`src/rtl/cse_pkg.sv`:
```
// ----------------------------------------------------------------------------
// cse_pkg
// shared widths and command/status types for the cosine similarity engine
// ----------------------------------------------------------------------------
package cse_pkg;
  localparam int unsigned ELEM_BITS = 16;
  localparam int unsigned MAX_LEN   = 1024;
  localparam int unsigned DOT_W     = 42;
  localparam int unsigned NORM_W    = 41;
  localparam int unsigned ROOT_W    = 21;
  localparam int unsigned DEN_W     = 42;
  localparam int unsigned NUM_W     = 57;  // 42-bit magnitude shifted by 15
  localparam int unsigned QUO_W     = 17;  // enough to see saturation
  localparam int unsigned CNT_W     = 11;
  localparam int unsigned OUT_FRAC  = 15;

  typedef struct packed {
    logic acc;        // accumulate one element pair
    logic clear;      // clear the sums after the capture
    logic sqrt_start; // load the root iterators
    logic sqrt_step;  // one root iteration
    logic mul_den;    // form the denominator
    logic div_start;  // load the divider
    logic div_step;   // one divider iteration
    logic finish;     // register the result
  } cse_cmd_t;

  typedef struct packed {
    logic zero_norm;
  } cse_sts_t;
endpackage

```
`src/rtl/cse_ctrl.sv`:
```
// ----------------------------------------------------------------------------
// cse_ctrl
// sequencer: accumulate, root, multiply, divide, deliver
// ----------------------------------------------------------------------------
module cse_ctrl import cse_pkg::*; (
  input  logic     clk_i,
  input  logic     rst_ni,
  input  logic     in_valid_i,
  input  logic     in_last_i,
  output logic     in_ready_o,
  output logic     out_valid_o,
  input  logic     out_ready_i,
  input  cse_sts_t sts_i,
  output cse_cmd_t cmd_o
);
  typedef enum logic [2:0] {S_ACC, S_CAP, S_SQRT, S_MUL, S_DIVL, S_DIV, S_FIN, S_OUT} state_e;
  state_e    state_q;
  logic [5:0] cnt_q;
  logic       take;

  assign in_ready_o = (state_q == S_ACC);
  assign take = in_valid_i && in_ready_o;

  always_comb begin
    cmd_o = '0;
    cmd_o.acc = take;
    unique case (state_q)
      S_CAP:  cmd_o.sqrt_start = 1'b1;
      S_SQRT: cmd_o.sqrt_step  = 1'b1;
      S_MUL:  begin cmd_o.mul_den = 1'b1; cmd_o.clear = 1'b1; end
      S_DIVL: cmd_o.div_start  = 1'b1;
      S_DIV:  cmd_o.div_step   = 1'b1;
      S_FIN:  cmd_o.finish     = 1'b1;
      default: ;
    endcase
  end

  always_ff @(posedge clk_i or negedge rst_ni) begin
    if (!rst_ni) begin
      state_q <= S_ACC; cnt_q <= '0; out_valid_o <= 1'b0;
    end else begin
      unique case (state_q)
        S_ACC:  if (take && in_last_i) state_q <= S_CAP;
        // sums stay intact until the clear in S_MUL, so the status holds till then
        S_CAP:  begin state_q <= sts_i.zero_norm ? S_MUL : S_SQRT; cnt_q <= '0; end
        S_SQRT: begin
          cnt_q <= cnt_q + 6'd1;
          if (cnt_q == 6'(ROOT_W - 1)) state_q <= S_MUL;
        end
        S_MUL:  state_q <= sts_i.zero_norm ? S_FIN : S_DIVL;
        S_DIVL: begin state_q <= S_DIV; cnt_q <= '0; end
        S_DIV:  begin
          cnt_q <= cnt_q + 6'd1;
          if (cnt_q == 6'(NUM_W - 1)) state_q <= S_FIN;
        end
        S_FIN:  begin state_q <= S_OUT; out_valid_o <= 1'b1; end
        S_OUT:  if (out_ready_i) begin out_valid_o <= 1'b0; state_q <= S_ACC; end
        default: state_q <= S_ACC;
      endcase
    end
  end
endmodule

```
`config.mk`:
```
export PLATFORM = sky130hd
export DESIGN_NAME = cse_ctrl
export DESIGN_NICKNAME = d
export VERILOG_FILES = /design/src/rtl/cse_pkg.sv /design/src/rtl/cse_ctrl.sv
export SDC_FILE = /design/constraint.sdc
export NUM_CORES = 1
export LEC_CHECK = 0
export BUFFER_PORTS_ARGS = -buffer_cell sky130_fd_sc_hd__buf_4
export CAP_MARGIN = 20
export CORE_UTILIZATION = 30
export CTS_CLUSTER_SIZE = 20
export DETAILED_ROUTE_END_ITERATION = 8
export GPL_TIMING_DRIVEN = 0
export SYNTH_ARGS = -nofsm -noshare
export SYNTH_HDL_FRONTEND = slang
export SYNTH_SLANG_ARGS = --single-unit
```
`constraint.sdc`:
```
create_clock -name clk_i -period 1.6 [get_ports clk_i]
set_input_delay 0.32 -clock clk_i [delete_from_list [all_inputs] [get_ports clk_i]]
set_output_delay 0.32 -clock clk_i [all_outputs]
set_load 0.05 [all_outputs]
```
* Word-level counts from Yosys, hierarchy flattened
Cells that the tools add are included.
Word-level totals: input bits 6, word-level logic and storage cells 42, register bits 10, output and inout port bits 10
Operators by class: equal/unequal tests 13, reductions and logical operators 9, add/subtract/negate cells 1, muxes and demuxes 16
Operator list (number):
- case mux 3 bit (8 select lines) | 1
- equality test 3 bit, second input constant | 4
- two-way mux 3 bit | 4
- case mux 6 bit (2 select lines) | 1
- two-way mux 1 bit | 8
- adder 6 x 1 -> 6 bit, second input constant | 1
- equality test 3 x 2 -> 1 bit, second input constant | 2
- equality test 6 x 5 -> 1 bit, second input constant | 1
- equality test 6 bit, second input constant | 1
- inequality test 2 bit, second input constant | 3
- AND reduction 4 bit | 1
- nonzero test 2 bit | 2
- OR reduction 2 bit | 2
- equality test 3 x 1 -> 1 bit, second input constant | 1
- logical NOT 3 bit | 1
- logical AND 1 bit | 2
- two-way mux 2 bit | 1
- inequality test 2 x 1 -> 1 bit, second input constant | 1
- case mux 1 bit (2 select lines) | 1
- AND reduction 2 bit | 1

* Depth between registers and ports, before layout
depth after elaboration 5, gate-level depth with buffers 7, gate-level depth less buffers 6

* Least setup slack after synthesis
OpenSTA, ideal clock, no wires.
kind reg2out, start point reg state_q[2], end point out cmd_o[7] (netlist bit), required time 1.280 ns, cell stages (with the launch flop) 5, slack -0.918 ns, path buffers 2, arrival 2.198 ns, cell sequence dfrtp_1 buf_2 nor3_1 and2_1 buf_4
On the way: cells in the longest elaborated chain, start to end 2
RTL lines:
- start: declaration | RTL line cse_ctrl.sv:17 | state_e state_q;
- start signal: assignment | RTL line cse_ctrl.sv:50 | S_MUL: state_q <= sts_i.zero_norm ? S_FIN : S_DIVL;
- logical NOT 3 bit | RTL line cse_ctrl.sv:21 | assign in_ready_o = (state_q == S_ACC);
- net in_ready_o | RTL line cse_ctrl.sv:10 | output logic in_ready_o,
- logical AND 1 bit | RTL line cse_ctrl.sv:22 | assign take = in_valid_i && in_ready_o;
- end: declaration | RTL line cse_ctrl.sv:14 | output cse_cmd_t cmd_o
The timed path passes the listed nets, and every way through them passes these cells.

==> flow_summary.toml <==
[yosys]
ys_types = 39
async_reset_ff_frac = 1.000
mappedNetlistNets = 102
synth_sequential_area_ratio = 0.3284
yosys_warnings = 0
synth_edf_count = 0
gate_count_after_technology_mapping = 94
synth.cells.most_frequent = "12 x nand2_1, 10 x dfrtp_1, 6 x nor2_1, 5 x nand3_1"
ys.flop_type = "dfrtp_1"
syn_area_sq_um = 762.0
synth_area_leaders = "dfrtp_1 33%, nand2_1 5.9%, a221o_1 3.9%"
synth.most_common_cell = "nand2_1"
ys_ff_latch = 10
yosys.area.top_type = "dfrtp_1"
avgSynthCellArea_sq_um = 8.106
post-synth-top-area-fraction = 0.3284

[power]
p_leak_nw = 0.6040
pwr_density_cell_mw_per_mm2 = 2198
max-vdd-ir-drop_v = 0.001191

[layout]
final_layout_size_suffix_gt1_frac = 0.5000
nets = 141
fillers = 199
n_antenna_cell = 0
final_cell_area_sq_mm = 0.001308
area_growth_syn_to_layout_pct = 71.59
final_util = 0.5692

[status]
run_status = "complete, but fails checks"
violated_checks = "setup timing"

[timing]
slew_headroom = 0.7248
clock_skew_ps = 1.987
slew_violations = 0
setup_violations = 6
timing_worst_slew_pin_value_ps = 402.4
setup_total_neg_slack_ps = -191.9
finalWorstSetupSlack_ps = -51.21
post-route-period-util = 1.032
rsz0062_at_grt = "true"
final.min_clock_period_ps = 1651
hold_violations = 0
fmax_ghz = 0.6056

[die]
initial_utilization = 0.3317
fp-row-count = 17
top_level_ports = 16
placeableCoreArea_sq_mm = 0.002297
die_area_sq_mm = 0.002745
die-width_microns = 52.40
floorplan.die.height_microns = 52.40

[clock_tree]
cts_num_sinks = 10
clock_latency_ps = 270
cts_tree = "done"
cts-root-to-sink-buffers = 2
cts.root.buffer_cell = "clkbuf_4"
tritoncts.num_buffers = 3
htree_levels = 1
clk_pin_slew_worst_paths_ps = 70

[run]
max_cap_viol_count = 0

[route]
routed-via-count = 879
drc_errors = 0
wl_per_cell_microns = 15.51
dr_wl_met2_mm = 1.237
drt_iter0_drc = 33
detailroute.wirelength.met3_microns = 109
first_pass_iters = 4
top_layer_used = "met4"
final_antenna_net_count = 0
drt_wl_total_mm = 2.482
met1Wirelength_mm = 1.059
route.detailed.vias_per_inst = 5.494

[placement]
dpl.hpwl_mm = 1.514
placed_area_sq_um = 979.7
place.gp.congestion = 0.7834
io_buffers = 15
place_worst_setup_slack_ps = -29.67

[worst_setup_path]
classification_of_the_worst_setup_path = "reg -> out"
setup.worst_path.end_class = "output port"
crit_top_cell = "buf_6"
max_stage_delay_ps = 440
cp_max_fo = 5
crit_required_ps = 1280
worst_setup_path_start_kind = "register"
timing.critical_path.cells = "buf_6, buf_8, nor3b_4, buf_6"
worst_ep_arrival_time_ps = 1330
worst_path_max_delay_cell = "dfrtp_2"

[grt]
grt_pass1_wl_mm = 3.843
via_count_of_the_first_global_routing_pass = 836
grt_overflow = 0
grt_max_degree = 11
initial_antenna_violation_count = 0
grt_util_all_layers = 0.1922

[worst_hold_path]
worst_hold_path_type = "in -> reg"
## cells in the final DEF (no fill, tap or decap), types with 2 or more instances in the layout
cell type	netlist	routed
buf_4	2	25
nand2_1	12	10
buf_6	0	9
buf_8	0	7
dfrtp_1	10	6
nand3_1	5	5
nor2_1	6	4
dfrtp_2	0	4
inv_1	3	3
a21o_1	3	3
a221o_1	3	3
a21oi_1	3	3
clkbuf_4	0	3
nand2_4	0	2
nor2_4	1	2
nor3b_4	0	2
and2_4	0	2
inv_4	0	2
a211oi_1	2	2
a211o_1	2	2
o21ai_1	2	2
nor3_1	3	2
o21ai_0	2	2
a31oi_1	2	2
## cell families (layout without fill, tap and decap cells)
logic type,after synthesis,count (layout),share of synthesized area
mux,2,2,0.02791
flops,10,10,0.3284
simple gates,39,39,0.2660
buf+inv,14,52,0.08374
compound gates,27,27,0.2611
fa+ha+maj,2,2,0.03284
## state kept, by name, summed over array words and instances (netlist names)
signal / flops
cnt_q: 6
state_q: 3
out_valid_o: 1
## power breakdown
group	total (mW)	internal (mW)	leakage [nW]	switching, mW
Sequential	0.469	0.359	0.118	0.110
Clock	0.238	0.138	0.0210	0.100
Combinational	2.17	1.03	0.465	1.13
Total	2.87	1.53	0.604	1.34
## metrics by stage
step	hold slack, ps	total power, mW	std cells
6_report	385.3	2.874	160
2_1_floorplan	24.41	1.643	94
3_5_place_dp	160.6	1.991	137
3_3_place_gp	160.8	1.971	137
5_1_grt	398.4	3.047	160
4_1_cts	380.3	2.646	155
## per-layer routing
layer / global-route usage / up-vias
li1: - / 420
met1: 0.2644 / 419
met2: 0.2827 / 32
met3: 0.01739 / 8
met4: 0.1228 / 0
met5: 0 / -
## final cells by class
cell class	instances	area [sq um]	share of cell area
plain buffers	7	100.1	0.07656
clock buffers	4	36.28	0.02775
inverters	5	23.77	0.01818
multi-input cells	70	528.0	0.4038
flip-flops and latches	10	255.2	0.1952
well taps	28	35.03	0.02679
repair buffers	36	329.1	0.2517
## final timing paths
kind                                  start           to  slack, ps  depth (start not counted)
worst max-delay path             state_q[1]     cmd_o[5]        -50                          4
worst min-delay path            out_ready_i  out_valid_o        390                          3
worst max register to register     cnt_q[3]   state_q[0]         60                          4
worst min register to register  out_valid_o  out_valid_o        490                          1
max in group asynchronous            rst_ni   state_q[1]       1010                          2
min in group asynchronous            rst_ni     cnt_q[4]        420                          2
## worst max-delay path: cells and delay by family (launching register included)
kind          cells  cell delay [ps]
flops             1              440
buf+inv           3              440
simple gates      1              180
## timing repair
action / CTS / global route
resized for setup: 27 / 13
pin swaps: 6 / 5
endpoints found under the setup margin: 10 / 13
hold endpoints to repair: 10 / 0
buffers inserted: 14 / 6
hold buffers: 1 / 0
Note: power is estimated with default switching activity, not from simulation.
