==> src/rtl/cse_pkg.sv <==
// ----------------------------------------------------------------------------
// cse_pkg
// shared widths and command/status types for the cosine similarity engine
// ----------------------------------------------------------------------------
package cse_pkg;
  localparam int unsigned ELEM_BITS = 16;
  localparam int unsigned MAX_LEN   = 1024;
  localparam int unsigned DOT_W     = 42;
  localparam int unsigned NORM_W    = 41;
  localparam int unsigned ROOT_W    = 21;
  localparam int unsigned DEN_W     = 42;
  localparam int unsigned NUM_W     = 57;  // 42-bit magnitude shifted by 15
  localparam int unsigned QUO_W     = 17;  // enough to see saturation
  localparam int unsigned CNT_W     = 11;
  localparam int unsigned OUT_FRAC  = 15;

  typedef struct packed {
    logic acc;        // accumulate one element pair
    logic clear;      // clear the sums after the capture
    logic sqrt_start; // load the root iterators
    logic sqrt_step;  // one root iteration
    logic mul_den;    // form the denominator
    logic div_start;  // load the divider
    logic div_step;   // one divider iteration
    logic finish;     // register the result
  } cse_cmd_t;

  typedef struct packed {
    logic zero_norm;
  } cse_sts_t;
endpackage

==> src/rtl/cse_datapath.sv <==
// ----------------------------------------------------------------------------
// cse_datapath
// accumulators, bit-serial square roots, denominator multiply and divider
// ----------------------------------------------------------------------------
module cse_datapath import cse_pkg::*; (
  input  logic                        clk_i,
  input  logic                        rst_ni,
  input  cse_cmd_t                    cmd_i,
  input  logic signed [ELEM_BITS-1:0] a_i,
  input  logic signed [ELEM_BITS-1:0] b_i,
  output cse_sts_t                    sts_o,
  output logic signed [15:0]          sim_o,
  output logic                        zero_norm_o,
  output logic                        too_long_o
);
  logic [DOT_W-1:0]  dot_q, dot_d;
  logic [NORM_W-1:0] na_q, na_d, nb_q, nb_d;
  logic [CNT_W-1:0]  cnt_q, cnt_d;
  logic signed [2*ELEM_BITS-1:0] pab, paa, pbb;

  assign pab = a_i * b_i;
  assign paa = a_i * a_i;
  assign pbb = b_i * b_i;

  always_comb begin
    dot_d = dot_q; na_d = na_q; nb_d = nb_q; cnt_d = cnt_q;
    if (cmd_i.acc) begin
      dot_d = dot_q + DOT_W'(pab);
      na_d  = na_q + NORM_W'(unsigned'(paa));
      nb_d  = nb_q + NORM_W'(unsigned'(pbb));
      if (cnt_q <= CNT_W'(MAX_LEN)) cnt_d = cnt_q + CNT_W'(1);
    end else if (cmd_i.clear) begin
      dot_d = '0; na_d = '0; nb_d = '0; cnt_d = '0;
    end
  end

  always_ff @(posedge clk_i or negedge rst_ni) begin
    if (!rst_ni) begin
      dot_q <= '0; na_q <= '0; nb_q <= '0; cnt_q <= '0;
    end else begin
      dot_q <= dot_d; na_q <= na_d; nb_q <= nb_d; cnt_q <= cnt_d;
    end
  end

  assign sts_o.zero_norm = (na_q == '0) || (nb_q == '0);

  // captured vector summary, magnitude may reach 2^41
  logic [DOT_W-1:0]  mag_q;
  logic              neg_q, zn_q, tl_q;
  // root iterators: remainder, root and bit, one bit pair a cycle
  logic [NORM_W:0]   ra_q, rb_q, resa_q, resb_q, bit_q;

  function automatic logic [2*(NORM_W+1)-1:0] sq_step(logic [NORM_W:0] n,
                                                      logic [NORM_W:0] res,
                                                      logic [NORM_W:0] bt);
    logic [NORM_W:0] t;
    t = res + bt;
    if (n >= t) return {n - t, (res >> 1) + bt};
    return {n, res >> 1};
  endfunction

  logic [DEN_W-1:0] den_q;
  logic [NUM_W-1:0] rem_q;
  logic [NUM_W-1:0] num_q;
  logic [QUO_W-1:0] quo_sat;
  logic [NUM_W:0]   trial;

  assign trial = {rem_q, num_q[NUM_W-1]} - {{(NUM_W+1-DEN_W){1'b0}}, den_q};

  logic [NUM_W-1:0] quo_full_q;
  logic signed [15:0] sim_q;

  always_ff @(posedge clk_i) begin
    if (cmd_i.sqrt_start) begin
      neg_q  <= dot_q[DOT_W-1];
      mag_q  <= dot_q[DOT_W-1] ? -dot_q : dot_q;
      zn_q   <= sts_o.zero_norm;
      tl_q   <= cnt_q > CNT_W'(MAX_LEN);
      ra_q   <= {1'b0, na_q};
      rb_q   <= {1'b0, nb_q};
      resa_q <= '0;
      resb_q <= '0;
      bit_q  <= (NORM_W+1)'(1) << (NORM_W-1);
    end
    if (cmd_i.sqrt_step) begin
      {ra_q, resa_q} <= sq_step(ra_q, resa_q, bit_q);
      {rb_q, resb_q} <= sq_step(rb_q, resb_q, bit_q);
      bit_q <= bit_q >> 2;
    end
    if (cmd_i.mul_den) den_q <= resa_q[ROOT_W-1:0] * resb_q[ROOT_W-1:0];
    if (cmd_i.div_start) begin
      num_q      <= {mag_q, OUT_FRAC'(0)};
      rem_q      <= '0;
      quo_full_q <= '0;
    end
    if (cmd_i.div_step) begin
      // restoring division, one quotient bit a cycle
      num_q  <= num_q << 1;
      if (!trial[NUM_W]) begin
        rem_q      <= trial[NUM_W-1:0];
        quo_full_q <= {quo_full_q[NUM_W-2:0], 1'b1};
      end else begin
        rem_q      <= {rem_q[NUM_W-2:0], num_q[NUM_W-1]};
        quo_full_q <= {quo_full_q[NUM_W-2:0], 1'b0};
      end
    end
    if (cmd_i.finish) begin
      if (zn_q) sim_q <= '0;
      else if (neg_q) sim_q <= (quo_sat > QUO_W'(32768)) ? -16'sd32768 : 16'(-quo_sat);
      else sim_q <= (quo_sat > QUO_W'(32767)) ? 16'sd32767 : 16'(quo_sat);
      zero_norm_o <= zn_q;
      too_long_o  <= tl_q;
    end
  end

  // saturate wide quotient into 17 bits
  assign quo_sat = (|quo_full_q[NUM_W-1:QUO_W]) ? {1'b1, {(QUO_W-1){1'b1}}}
                                                : quo_full_q[QUO_W-1:0];
  assign sim_o = sim_q;
endmodule

==> config.mk <==
export PLATFORM = sky130hd
export DESIGN_NAME = cse_datapath
export DESIGN_NICKNAME = d
export VERILOG_FILES = /design/src/rtl/cse_pkg.sv /design/src/rtl/cse_datapath.sv
export SDC_FILE = /design/constraint.sdc
export NUM_CORES = 2
export LEC_CHECK = 0
export BUFFER_PORTS_ARGS = -buffer_cell sky130_fd_sc_hd__buf_2
export CAP_MARGIN = 15
export CORE_MARGIN = 1.5
export CORE_UTILIZATION = 35
export CTS_CLUSTER_SIZE = 25
export DETAILED_ROUTE_END_ITERATION = 8
export GPL_TIMING_DRIVEN = 0
export HOLD_SLACK_MARGIN = 0.08
export MAX_ROUTING_LAYER = met4
export PLACE_DENSITY = 0.45
export SLEW_MARGIN = 10
export SYNTH_ARGS = -nofsm -noshare
export SYNTH_HDL_FRONTEND = slang
export SYNTH_SLANG_ARGS = --single-unit
==> constraint.sdc <==
create_clock -name clk_i -period 21.4 [get_ports clk_i]
set_input_delay 3.21 -clock clk_i [delete_from_list [all_inputs] [get_ports clk_i]]
set_output_delay 3.21 -clock clk_i [all_outputs]
set_load 0.05 [all_outputs]
## Word-level counts from Yosys, hierarchy flattened

Index checks and enable logic that the tools add are counted.

- Input port bits: 42
- Output and inout bits: 19
- Bits in registers: 585
- Word-level logic and storage cells: 96

- Add/subtract/negate cells: 13
- Multiply operators: 4
- $lt $le $gt $ge: 6
- Equality and inequality tests: 3
- Reductions and logical operators: 10
- Muxes and demuxes: 37

Operator list:

| kind | count |
|---|---|
| 42-bit 2-to-1 mux | 9 |
| 57-bit 2-to-1 mux | 6 |
| 84-bit 2-to-1 mux | 4 |
| 41-bit 2-to-1 mux | 4 |
| 16-bit by 16-bit multiplier with 32-bit output | 3 |
| 41-bit by 41-bit adder with 42-bit output | 2 |
| 42-bit by 41-bit adder with 42-bit output | 2 |
| 42-bit >= comparator | 2 |
| 42-bit subtractor | 2 |
| 41-bit by 32-bit adder with 41-bit output | 2 |
| 41-bit zero test | 2 |
| 39-bit 2-to-1 mux | 2 |
| 58-bit by 42-bit subtractor with 58-bit output | 1 |
| 16-bit 2-to-1 mux | 3 |
| 42-bit adder | 1 |
| 21-bit by 21-bit multiplier with 42-bit output | 1 |
| 42-bit negator | 1 |
| 40-bit OR reduction | 1 |
| 11-bit 2-to-1 mux | 3 |
| 17-bit by 15-bit > comparator with 1-bit output, second input constant | 1 |
| 17-bit by 16-bit > comparator with 1-bit output, second input constant | 1 |
| 17-bit 2-to-1 mux | 1 |
| 16-bit negator | 1 |
| 11-bit by 1-bit adder with 11-bit output, second input constant | 1 |
| 7 further kinds | 17 |

## Longest topological paths before layout

- Depth in word-level cells: 6
- Depth in mapped cells: 37
- Gate-level depth less buffers: 35

## Least setup slack after synthesis

OpenSTA, ideal clock, no wires.

- Kind: input to register
- Start: input port b_i[1]
- End: register dot_q[41]
- Stages on the path: 29
- Data required time: 21.262 ns
- Slack: 9.424 ns
- Setup time: 0.138 ns
- Data arrival time: 11.838 ns
- Buffers on the path: 4
- Cell sequence: clkbuf_1 > clkbuf_1 > nand2_1 > inv_1 > fa_1 > fa_1 > fa_1 > fa_1 > fa_1 > inv_1 > fa_1 > inv_1 > ha_1 > clkbuf_1 > nand4_1 > a211oi_1 > o2111ai_1 > and4b_1 > o21a_1 > a311oi_1 > ha_1 > clkbuf_1 > a21o_1 > a21oi_1 > o31ai_1 > a21oi_1 > nor3_1 > a2111oi_0 > a21oi_1

- Longest elaborated chain between the ends: 3

RTL lines:

| what | line | text |
|---|---|---|
| from (decl) | cse_datapath.sv:10 | `input logic signed [ELEM_BITS-1:0] b_i,` |
| 16-bit by 16-bit multiplier with 32-bit output | cse_datapath.sv:21 | `assign pab = a_i * b_i;` |
| 42-bit adder | cse_datapath.sv:28 | `dot_d = dot_q + DOT_W'(pab);` |
| 42-bit 2-to-1 mux | cse_datapath.sv:27 | `if (cmd_i.acc) begin` |
| to (signal assigned) | cse_datapath.sv:41 | `dot_q <= dot_d; na_q <= na_d; nb_q <= nb_d; cnt_q <= cnt_d;` |
| to (decl) | cse_datapath.sv:16 | `logic [DOT_W-1:0] dot_q, dot_d;` |

Every way passes these cells.
A chain may end at the register's enable or synchronous reset.

## Worst setup path in the final report

- Start: input port b_i[2]
- End: register dot_q[41]

Same word-level chain as after synthesis.

==> results by group <==
Run status
  – Status: completed

Worst setup path
  – Worst path required time: 21990 ps
  – Highest fanout seen on the critical path: 10
  – Kind of start point of the critical path: primary input
  – Crit-path max cell delay: 1040 ps
  – Startpoint-to-endpoint class of the critical path: primary input to flop
  – Worst endpoint data arrival time: 14180 ps
  – Top cell by count, worst path: fa_1
  – Kind of capture point of the worst setup path: flop
  – CP max stage cell: fa_1

Clock network
  – Clock sink count: 585
  – Clock tree from TritonCTS: built
  – Number of buffers on the longest clock path: 3
  – Maximum level of the CTS H-tree: 3
  – Hold-fix buffers, CTS: 0
  – Clock latency on the worst-skew pair: 720 ps
  – Root cell of the clock tree: clkbuf_16
  – Clock input transition at the sequential cells of the worst setup and hold paths: 60 ps
  – Number of CTS-inserted buffers: 80
  – Number of setup buffers added after CTS: 0
  – Post-cts sizing count: 0

Cells and area
  – Layout cell share with drive strength beyond 1: 0.0341
  – Leading cell type in the layout, fill and taps excluded: inv_1
  – Area of the multi-input gates: 59900 µm²
  – Final design utilization: 0.383
  – Area growth from synthesis to final layout: 8.73%
  – FF/Latch Area: 16900 µm²
  – Commonest non-fill, non-tap cells in the layout: 1467 x inv_1, 1099 x fa_1, 1073 x nand2_1
  – Net count of the finished layout: 11.2k
  – Fill count: 24.3k

Hold path
  – Type of the most critical hold path: flop to flop

Logic synthesis
  – Leading cell types by total area after synthesis: fa_1 26%, edfxtp_1 16%, ha_1 11%, inv_1 6.6%, nand2_1 4.8%
  – YS warnings: 0
  – Number of synthesized register bits: 585
  – Ys flop type: edfxtp_1
  – Synthesized-area fraction occupied by xor and xnor cells: 0.0528
  – Compound-cell area share of the yosys netlist: 0.128
  – Adder-Cell Fraction of Synth Area: 0.375
  – Count of distinct cell types in the synthesized netlist: 93
  – Synth Area in Simple Gates: 0.150
  – Number of nets produced by synthesis: 11.1k
  – Proportion of netlist area held by the largest area contributor: 0.263
  – Asr flop ratio synth: 0.231
  – Post-Synthesis Mean Instance Area: 9.14 µm²
  – Multiplexer share of the synthesized area: 0.00964
  – Syn Std Cell Area: 83800 µm²
  – Main combinational cell family by area after synthesis: adder cells
  – Post-synthesis cell count: 9164
  – Yosys top cell by area: fa_1
  – Number of flops mapped to enable cells by yosys: 449
  – Register area share after synthesis: 0.202

Timing
  – Highest Clock Rate: 0.0736 GHz
  – TNS Setup: 0 ps
  – Setup repair after global routing missed its margin: false
  – Number of hold violations in the final report: 0
  – Setup-violating endpoint count in the final report: 0
  – Worst-case headroom to the max-slew limit: 0.214
  – Tcrit/Tclk final: 0.635
  – Minimum period implied by the final worst setup slack: 13590 ps
  – Fin. max-slew vios: 0
  – Clock Skew: 30.8 ps
  – Transition time at the pin with the least slew margin: 1180 ps

Run
  – # Max-Cap Violations: 0

Placed design
  – Placer congestion estimate: 0.916
  – Total of buffers placed on input and output ports: 50
  – HPWL after detailed placement: 225 mm

Detailed routing
  – Via density per instance: 5.26
  – WL final: 279 mm
  – Drt initial violations: 4770
  – Detail-routed net length per standard cell: 22.2 µm
  – Pre-antenna DRT Iters: 6
  – Post-route ant nets: 0
  – DRC violation count after routing: 0
  – Routed via count: 66.0k

Global route
  – Maximum number of pins on one net before global-route repair: 85
  – Initial antenna violation count: 12
  – Via count of the first global-routing pass: 67.9k
  – Overflow left after global routing: 0
  – Global-route wire length before repair: 426 mm
  – Global-route usage over all layers: 0.237

Die
  – Die ar.: 242000 µm²
  – Die height: 492 µm
  – Effective utilization at floorplan: 0.352
  – Area of the core: 238000 µm²
  – Width of the chip: 492 µm
  – Top Ports: 61
  – Site row count: 179
per-layer routing:
layer,GRT usage,vias up,share of wire
met5,-,-,0
met4,0.0549,0,0.024
met3,0.0228,300,0.045
met2,0.383,1540,0.47
met1,0.321,33592,0.46
li1,-,30575,-
synth_stat cells, types with 128 or more instances:
| library cell | instances |
|---|---|
| and2_1 | 414 |
| a21oi_1 | 394 |
| xor2_1 | 201 |
| nand2_1 | 1073 |
| ha_1 | 749 |
| clkbuf_1 | 358 |
| a21o_1 | 197 |
| o21ai_0 | 368 |
| fa_1 | 1099 |
| edfxtp_1 | 449 |
| dfrtp_1 | 135 |
| nand3_1 | 128 |
| nor2_1 | 455 |
| xnor2_1 | 304 |
| inv_1 | 1468 |
cells by family after synthesis:
group / count (synthesis)
flops: 585
buf+inv: 1867
simple gates: 2634
mux: 75
fa+ha+maj: 1848
xor+xnor: 505
compound gates: 1650
sequential cells by signal, indices dropped and copies added (netlist names):
register / count
quo_full_q: 57
rem_q: 57
den_q: 42
dot_q: 42
mag_q: 42
num_q: 42
ra_q: 42
rb_q: 42
resa_q: 42
resb_q: 42
na_q: 41
nb_q: 41
bit_q: 21
sim_o: 16
cnt_q: 11
neg_q: 1
tl_q: 1
too_long_o: 1
zero_norm_o: 1
zn_q: 1
through the flow:
step	setup WS, ps	area (µm²)	instances	hold slack [ps]
2_1_floorplan	9420	83800	9164	400
4_1_cts	7780	91000	12548	427
3_3_place_gp	5620	88000	12381	407
6_report	7810	91100	12554	424
5_1_grt	7210	91100	12551	435
3_5_place_dp	6990	88400	12398	413
final timing paths:
path	from	end	slack (ps)	cells past startpoint
worst min register to register	tl_q	too_long_o	420	0
worst max register to register	resa_q[2]	ra_q[19]	12260	24
max in group asynchronous	rst_ni	nb_q[30]	17990	2
min in group asynchronous	rst_ni	dot_q[30]	2410	1
worst max-delay path	b_i[2]	dot_q[41]	7810	31
worst min-delay path	tl_q	too_long_o	420	0
cell type report:
type	count	area share
timing repair buffer	68	0.00664
buffer	389	0.0164
inverter	1478	0.0610
tap	3167	0.0435
clock buffer	105	0.0239
antenna	5	0.000137
sequential	585	0.185
multi-input combinational	6712	0.658
clock inverter	45	0.00545
critical path: cells and delay by family:
kind	cells	cell delay, ps
and+or+nand+nor	4	740
buffers and inverters	8	2500
adders and majority gates	8	4220
AOI/OAI and AO/OA	11	3490
Power is left out: the tool's default activity adds up to more than one toggle a clock period on the data nets, which glitch-free logic cannot reach.
